`src/design/psg_pkg.sv`:
```
`timescale 1ns / 1ps

package psg_pkg;

  // Width of the limit register and of the prime field.
  localparam int LIMIT_W = 17;
  localparam int PRIME_W = 16;

  // Default size of the sieve bitmap and the limit after reset.
  localparam int DEF_MAX_LIMIT = 65536;
  localparam logic [LIMIT_W-1:0] RESET_LIMIT = 17'd65536;

  // The two primes kept out of the bitmap, and the first number that the bitmap serves.
  localparam int FIRST_PRIME  = 2;
  localparam int SECOND_PRIME = 3;
  localparam int FIRST_SIEVED = 5;

  // Quadratic form status handed from the form generator to the sequencer.
  typedef struct packed {
    logic       done;
    logic [2:0] hit;
  } psg_form_flags_t;

endpackage

```
`src/design/psg_forms.sv`:
```
`timescale 1ns / 1ps

module psg_forms import psg_pkg::*; #(
  parameter int MAX_LIMIT = DEF_MAX_LIMIT,
  localparam int AW = $clog2(MAX_LIMIT),
  localparam int LW = AW + 1
) (
  input  logic            clk,
  input  logic            start,
  input  logic            step,
  input  logic [LW-1:0]   lim,
  output psg_form_flags_t flags,
  output logic [AW-1:0]   n0,
  output logic [AW-1:0]   n1,
  output logic [AW-1:0]   n2
);

  localparam int XW = (AW + 1) / 2 + 1;
  localparam int SW = 2 * XW;
  localparam int NW = SW + 3;
  localparam logic [3:0] MOD_LAST = 4'd11;
  localparam logic [3:0] RES_A    = 4'd1;
  localparam logic [3:0] RES_B    = 4'd5;
  localparam logic [3:0] RES_C    = 4'd7;
  localparam logic [3:0] RES_D    = 4'd11;
  localparam logic [5:0] MODULUS  = 6'd12;

  // Square of a residue, modulo 12.
  function automatic logic [3:0] sq_mod12(input logic [3:0] m);
    logic [3:0] s;
    case (m)
      4'd1, 4'd5, 4'd7, 4'd11: s = 4'd1;
      4'd2, 4'd4, 4'd8, 4'd10: s = 4'd4;
      4'd3, 4'd9:              s = 4'd9;
      default:                 s = 4'd0;
    endcase
    return s;
  endfunction

  // Reduction modulo 12 of a small value below 48.
  function automatic logic [3:0] mod12_small(input logic [5:0] v);
    logic [5:0] t;
    t = v;
    for (int k = 0; k < 4; k++) begin
      if (t >= MODULUS) begin
        t = t - MODULUS;
      end
    end
    return t[3:0];
  endfunction

  logic [XW-1:0] x, y;
  logic [SW-1:0] x2, y2;
  logic [3:0]    xm, ym;
  logic [SW-1:0] x2_inc, y2_inc;
  logic [NW-1:0] x2e, y2e, lim_e, n0f, n1f, n2f;
  logic [3:0]    a, b, r0, r1, r2;

  // Squares of the next row and column.
  assign x2_inc = x2 + (SW'(x) << 1) + SW'(1);
  assign y2_inc = y2 + (SW'(y) << 1) + SW'(1);

  // Walk the (x, y) grid one pair per step, y inner.
  always_ff @(posedge clk) begin
    if (start) begin
      x  <= XW'(1);
      y  <= XW'(1);
      x2 <= SW'(1);
      y2 <= SW'(1);
      xm <= 4'd1;
      ym <= 4'd1;
    end else if (step) begin
      if (y2_inc < SW'(lim)) begin
        y  <= y + XW'(1);
        y2 <= y2_inc;
        ym <= (ym == MOD_LAST) ? 4'd0 : ym + 4'd1;
      end else begin
        y  <= XW'(1);
        y2 <= SW'(1);
        ym <= 4'd1;
        x  <= x + XW'(1);
        x2 <= x2_inc;
        xm <= (xm == MOD_LAST) ? 4'd0 : xm + 4'd1;
      end
    end
  end

  // The three forms and their values.
  assign x2e   = NW'(x2);
  assign y2e   = NW'(y2);
  assign lim_e = NW'(lim);
  assign n0f   = (x2e << 2) + y2e;
  assign n1f   = (x2e << 1) + x2e + y2e;
  assign n2f   = (x2e << 1) + x2e - y2e;

  // Residues modulo 12 come from the tracked residues of x and y.
  assign a  = sq_mod12(xm);
  assign b  = sq_mod12(ym);
  assign r0 = mod12_small(6'({a, 2'b00}) + 6'(b));
  assign r1 = mod12_small(6'({a, 1'b0}) + 6'(a) + 6'(b));
  assign r2 = mod12_small(6'({a, 1'b0}) + 6'(a) + MODULUS - 6'(b));

  always_comb begin
    flags.hit[0] = (n0f < lim_e) && (r0 inside {RES_A, RES_B});
    flags.hit[1] = (n1f < lim_e) && (r1 == RES_C);
    flags.hit[2] = (x > y) && (n2f < lim_e) && (r2 == RES_D);
    flags.done   = (lim_e <= NW'(1)) || (x2e >= lim_e);
  end

  assign n0 = n0f[AW-1:0];
  assign n1 = n1f[AW-1:0];
  assign n2 = n2f[AW-1:0];

endmodule

```
`config.mk`:
```
export PLATFORM = sky130hd
export DESIGN_NAME = psg_forms
export DESIGN_NICKNAME = d
export VERILOG_FILES = /design/src/design/psg_pkg.sv /design/src/design/psg_forms.sv
export SDC_FILE = /design/constraint.sdc
export NUM_CORES = 1
export LEC_CHECK = 0
export BUFFER_PORTS_ARGS = -buffer_cell sky130_fd_sc_hd__clkbuf_2
export CORE_UTILIZATION = 57
export CTS_CLUSTER_DIAMETER = 40
export CTS_CLUSTER_SIZE = 20
export DETAILED_ROUTE_END_ITERATION = 6
export PLACE_DENSITY = 0.84
export SETUP_SLACK_MARGIN = 0.15
export SYNTH_ARGS = -nofsm -noshare
export SYNTH_HDL_FRONTEND = slang
export SYNTH_SLANG_ARGS = --single-unit
```
`constraint.sdc`:
```
create_clock -name clk -period 5.92 [get_ports clk]
set_input_delay 0.296 -clock clk [delete_from_list [all_inputs] [get_ports clk]]
set_output_delay 0.296 -clock clk [all_outputs]
set_load 0.02 [all_outputs]
```
# == Yosys cells after proc, flatten, opt, wreduce, memory -nomap -nowiden ==
# Memory sizes are Yosys's and may differ from the RTL's. A register that Yosys moved wholly into a read port is not among the register bits.
# Index checks and enable logic that the tools add are counted.
# classes
reduce_logical,7
bitwise,1
magnitude_cmp,19
addsub,29
eq_ne,6
n_mux,21
# op_table
cell,count
"6-bit by 4-bit >= comparator with 1-bit output, second input constant",12
21-bit by 17-bit less-than comparator with 1-bit output,3
6-bit 2-to-1 mux,9
"6-bit by 4-bit subtractor with 6-bit output, second input constant",9
4-bit 2-to-1 mux,10
"18-bit by 1-bit adder with 18-bit output, second input constant",2
18-bit by 10-bit adder with 18-bit output,2
20-bit by 18-bit adder with 21-bit output,1
21-bit by 18-bit adder with 21-bit output,1
20-bit by 18-bit subtractor with 21-bit output,1
19-bit by 18-bit adder with 20-bit output,1
"9-bit by 1-bit adder with 9-bit output, second input constant",2
18-bit by 17-bit >= comparator with 1-bit output,1
18-bit by 17-bit less-than comparator with 1-bit output,1
18-bit 2-to-1 mux,1
"17-bit by 1-bit <= comparator with 1-bit output, second input constant",1
6-bit by 4-bit adder with 6-bit output,2
"4-bit equality test, second input constant",3
"4-bit subtractor, second input constant",3
9-bit > comparator,1
9-bit 2-to-1 mux,1
"4-bit by 1-bit adder with 4-bit output, second input constant",2
"4-bit by 3-bit equality test with 1-bit output, second input constant",2
5-bit by 4-bit adder with 6-bit output,1
8 further kinds,11
# word_totals
rom_bits,96
n_memories,2
inputBits,20
register_bits,62
elab_cells,91
# memory_table
name,depth,width,rd,rd_clocked_by_memory_dff,write_ports,line_no,source
(no name shown),16,3,1,1,0,psg_forms.sv:31,case (m)
(no name shown),16,3,1,1,0,psg_forms.sv:31,

# == Longest topological paths before layout ==
# logic_depth
depth_word,13
ltp_mapped,30
ltp_nobuf,29

# == Worst setup path after synthesis ==
# No wires, ideal clock.
# synth_timing
path_type,register to output
start,register a[2] (netlist name)
end,output port flags[1] (netlist bit)
path_stages_with_launch,22
slack_ns,-0.469
arrival_time_ns,6.093
n_path_buf,1
required_time_ns,5.624
cell_sequence,dfxtp_1 > inv_1 > ha_1 > inv_1 > ha_1 > a21oi_1 > xnor2_1 > ha_1 > buf_2 > a2111oi_2 > mux2_2 > ha_1 > a311oi_4 > mux2_2 > ha_1 > or3_2 > xor2_1 > ha_1 > nor3b_1 > a311o_1 > or3_1 > a2111oi_2
# synth_rtl
item,line_no,source
to (decl),psg_forms.sv:12,"output psg_form_flags_t flags,"

==> flow_metrics.env <==
export IMPL_status="complete, but fails checks"
export IMPL_violations="design-rule violations, negative setup slack"
export IMPL_ios=72
export IMPL_syn_num_nets=1599
export IMPL_irDropWorstVdd_uv=247
export IMPL_dr_wl_met2_microns=15400
export IMPL_ys_ff_latch=68
export IMPL_regArea_sq_um=1380
export IMPL_die_y_microns=138
export IMPL_grt_pass1_vias=10274
export IMPL_via_per_inst=6.33
export IMPL_tritoncts="yes"
export IMPL_timing_rr_end="x[7]$_SDFFE_PP0P_"
export IMPL_synth_mux_area_frac=0.0163
export IMPL_min_period_ns=6.04
export IMPL_grt_start_max_net_pins=39
export IMPL_yosysWarnings=0
export IMPL_startpoint="a[2]$_DFF_P_"
export IMPL_hold_viol=0
export IMPL_slowest_delay_ns=0.48
export IMPL_crit_path_end_kind="primary output"
export IMPL_fin_ws_ns=-0.115
export IMPL_fmax_ghz=0.166
export IMPL_clockRootBuffer="clkbuf_16"
export IMPL_ff2ff_path_depth=23
export IMPL_required_ns=5.62
export IMPL_grt_pass1_wl_microns=51600
export IMPL_wl_met3_microns=2230
export IMPL_fin_area_sq_um=12700
export IMPL_place_area_sq_um=11700
export IMPL_multi_input_area_sq_um=9140
export IMPL_worstSetupEndpoint="flags[1]"
export IMPL_critPathMaxFanout=7
export IMPL_crit_cells=18
export IMPL_max_cap_viol_count=0
export IMPL_layout_drive_gt1_share=0.197
export IMPL_fill_cells=1355
export IMPL_vias=11022
export IMPL_finClkSkew_ns=0.00585
export IMPL_power_leakage_nw=6.12
export IMPL_slew_viol_final=0
export IMPL_drcViolationCount=2
export IMPL_critPathArrivalTime_ns=5.74
export IMPL_fin_setup_tns_ns=-0.138
export IMPL_ys_flop_type="dfxtp_1"
export IMPL_core_area_sq_um=18100
export IMPL_fin_crit_sh=1.02
export IMPL_synth_xor_area_share=0.0949
export IMPL_port_buffers=71
export IMPL_placed_cells=1697
export IMPL_cts_made_buffers=9
export IMPL_crit_family="compound AO/OA/AOI/OAI gates"
export IMPL_rsz0062_at_grt="yes"
export IMPL_total_power_mw=2.78
export IMPL_antenna_found_initial=0
export IMPL_clk_pin_slew_worst_paths_ns=0.06
export IMPL_hp_class="in -> reg"
export IMPL_async_reset_ff_frac=0
export IMPL_synth_cells=1361
export IMPL_reg2reg_slack_ns=0.70
export IMPL_max_slew_margin=0.144
export IMPL_area_delta_synth_final_pct=19.7
export IMPL_gp_congestion=0.960
export IMPL_clockBufferDepth=2
export IMPL_die_w_microns=138
export IMPL_totalWireLength_microns=32600
export IMPL_seq_area_frac_synth=0.129
export IMPL_std_cell_rows=49
export IMPL_synth_cell_types=88
export IMPL_routedWlPerCell_microns=18.7
export IMPL_drtIter0Drc=900
export IMPL_insertedDiodeCount=0
export IMPL_reg2reg_from="y[0]$_SDFFE_PP1P_"
export IMPL_top_layer_used="met4"
export IMPL_fin_cells=1742
export IMPL_dpl_hpwl_microns=24700
export IMPL_syn_area_per_cell_sq_um=7.77
export IMPL_overflow=0
export IMPL_track_usage=0.331
export IMPL_timing_worst_setup_path_type="reg -> out"
export IMPL_synth_edf_count=0
export IMPL_worst_slew_pin_slew_ns=1.28
export IMPL_clk_latency_ns=0.34
export IMPL_synth_fa_ha_area_frac=0.264
export IMPL_start_util=0.585
export IMPL_synth_top_family_by_area="adder cells"
export IMPL_dieArea_sq_um=19100
export IMPL_crit_buf_inv=2
export IMPL_cpMaxStageDelayCell="fa_1"
export IMPL_synth_compound_area_frac=0.245
export IMPL_finalSetupViolCount=2
export IMPL_yosys_area_share_simple=0.197
export IMPL_p_per_area_nw_per_um2=219
export IMPL_utilization=0.700
export IMPL_wl_met1_microns=14000
export IMPL_path_cells="buf_4 -> fa_1 -> a21o_1 -> or3_4 -> a2111oi_4 -> mux2_4 -> ha_4 -> a311oi_4 -> mux2_4 -> ha_4 -> or3_4 -> mux2_4 -> ha_4 -> nor4_2 -> a311o_1 -> nand3b_1 -> a2111oi_4 -> buf_4"
export IMPL_drt_pass1_iterations=7
export IMPL_numClockSinks=68
export IMPL_cts_max_level=3
export IMPL_num_nets_final=1746
export IMPL_drtAntennaViolNets=0
export IMPL_worstSetupStartpointType="flop"
export IMPL_synth_area_sq_um=10600
synth_stat cells, drive strengths merged (18+ instances only):
library cell,instances,share of area
a21o,36,0.026
a21oi,111,0.053
clkbuf,26,0.0092
dfxtp,68,0.13
ha,209,0.25
inv,108,0.038
nand2,93,0.033
nand2b,28,0.017
nand3,25,0.012
nand4,30,0.018
nor2,111,0.039
nor2b,18,0.011
nor3,32,0.015
o21a,21,0.015
o21ai,70,0.033
xnor2,78,0.065
xor2,34,0.028
power breakdown:
| group | internal [mW] | leakage [nW] | switching, mW | total (mW) |
|---|---|---|---|---|
| sequential | 0.468 | 0.554 | 0.0207 | 0.488 |
| clock | 0.349 | 0.144 | 0.212 | 0.562 |
| combinational | 0.796 | 5.42 | 0.933 | 1.73 |
| total | 1.61 | 6.12 | 1.17 | 2.78 |
per-stage QoR:
step	setup WS [ns]	hold slack, ns
after floorplan	0.0258	0.464
after global placement	0.0808	0.519
after detailed placement	-0.0885	0.524
after CTS	-0.0199	0.476
after global routing	-0.233	0.514
final	-0.115	0.499
registers in the layout, summed over array words and instances (netlist names):
register  count
ym            4
x             9
a             3
xm            4
y2           18
x2           18
y             9
b             3
cell type report:
| cell class | instances | area share |
|---|---|---|
| Clock inverter | 5 | 0.00465 |
| Inverter | 108 | 0.0320 |
| Timing Repair Buffer | 172 | 0.0896 |
| Tap cell | 229 | 0.0226 |
| Multi-Input combinational cell | 1149 | 0.722 |
| Clock buffer | 11 | 0.0200 |
| Sequential cell | 68 | 0.109 |
layout by cell type, fill, tap and decap left out, types with 13 or more instances in the layout:
cell,n
a211oi_1,13
a21o_1,36
a21oi_1,110
a22o_1,14
and3_1,15
buf_4,101
clkbuf_2,68
dfxtp_1,59
ha_1,190
inv_1,104
nand2_1,91
nand2b_1,27
nand3_1,24
nand4_1,29
nor2_1,108
nor2b_1,18
nor3_1,30
nor4_1,13
o211ai_1,14
o21a_1,21
o21ai_0,64
xnor2_1,71
xor2_1,32
layer usage:
layer,track usage,vias up
met5,0,-
met2,0.558,475
met1,0.431,5190
met4,0.117,0
met3,0.0454,81
li1,-,5276
kinds of logic after synthesis:
| kind of cell | Yosys count |
|---|---|
| AND/OR/NAND/NOR | 416 |
| AO/OA/AOI/OAI | 386 |
| adder cells (fa/ha/maj) | 218 |
| buffers and inverters | 144 |
| XOR/XNOR | 113 |
| flip-flops | 68 |
| multiplexers | 16 |
what timing repair did:
item                       4_1_cts  5_1_grt
setup endpoints to repair        3        3
pin swaps                       32       37
hold buffers                     0        0
resized for setup               63       48
setup buffers                   18       11
worst min-delay path by stage:
stage / start / slack, ns / cells after the start / to
CTS: step / 0.48 / 2 / y2[17]$_SDFFE_PP0P_
global route: step / 0.51 / 2 / y2[17]$_SDFFE_PP0P_
floorplan: start / 0.46 / 2 / x2[0]$_SDFFE_PP1P_
global placement: x[1]$_SDFFE_PP0P_ / 0.52 / 2 / x[1]$_SDFFE_PP0P_
detailed placement: x[1]$_SDFFE_PP0P_ / 0.52 / 2 / x[1]$_SDFFE_PP0P_
finish: step / 0.50 / 2 / y2[17]$_SDFFE_PP0P_
No activity file was read; power rests on OpenSTA's default activity.
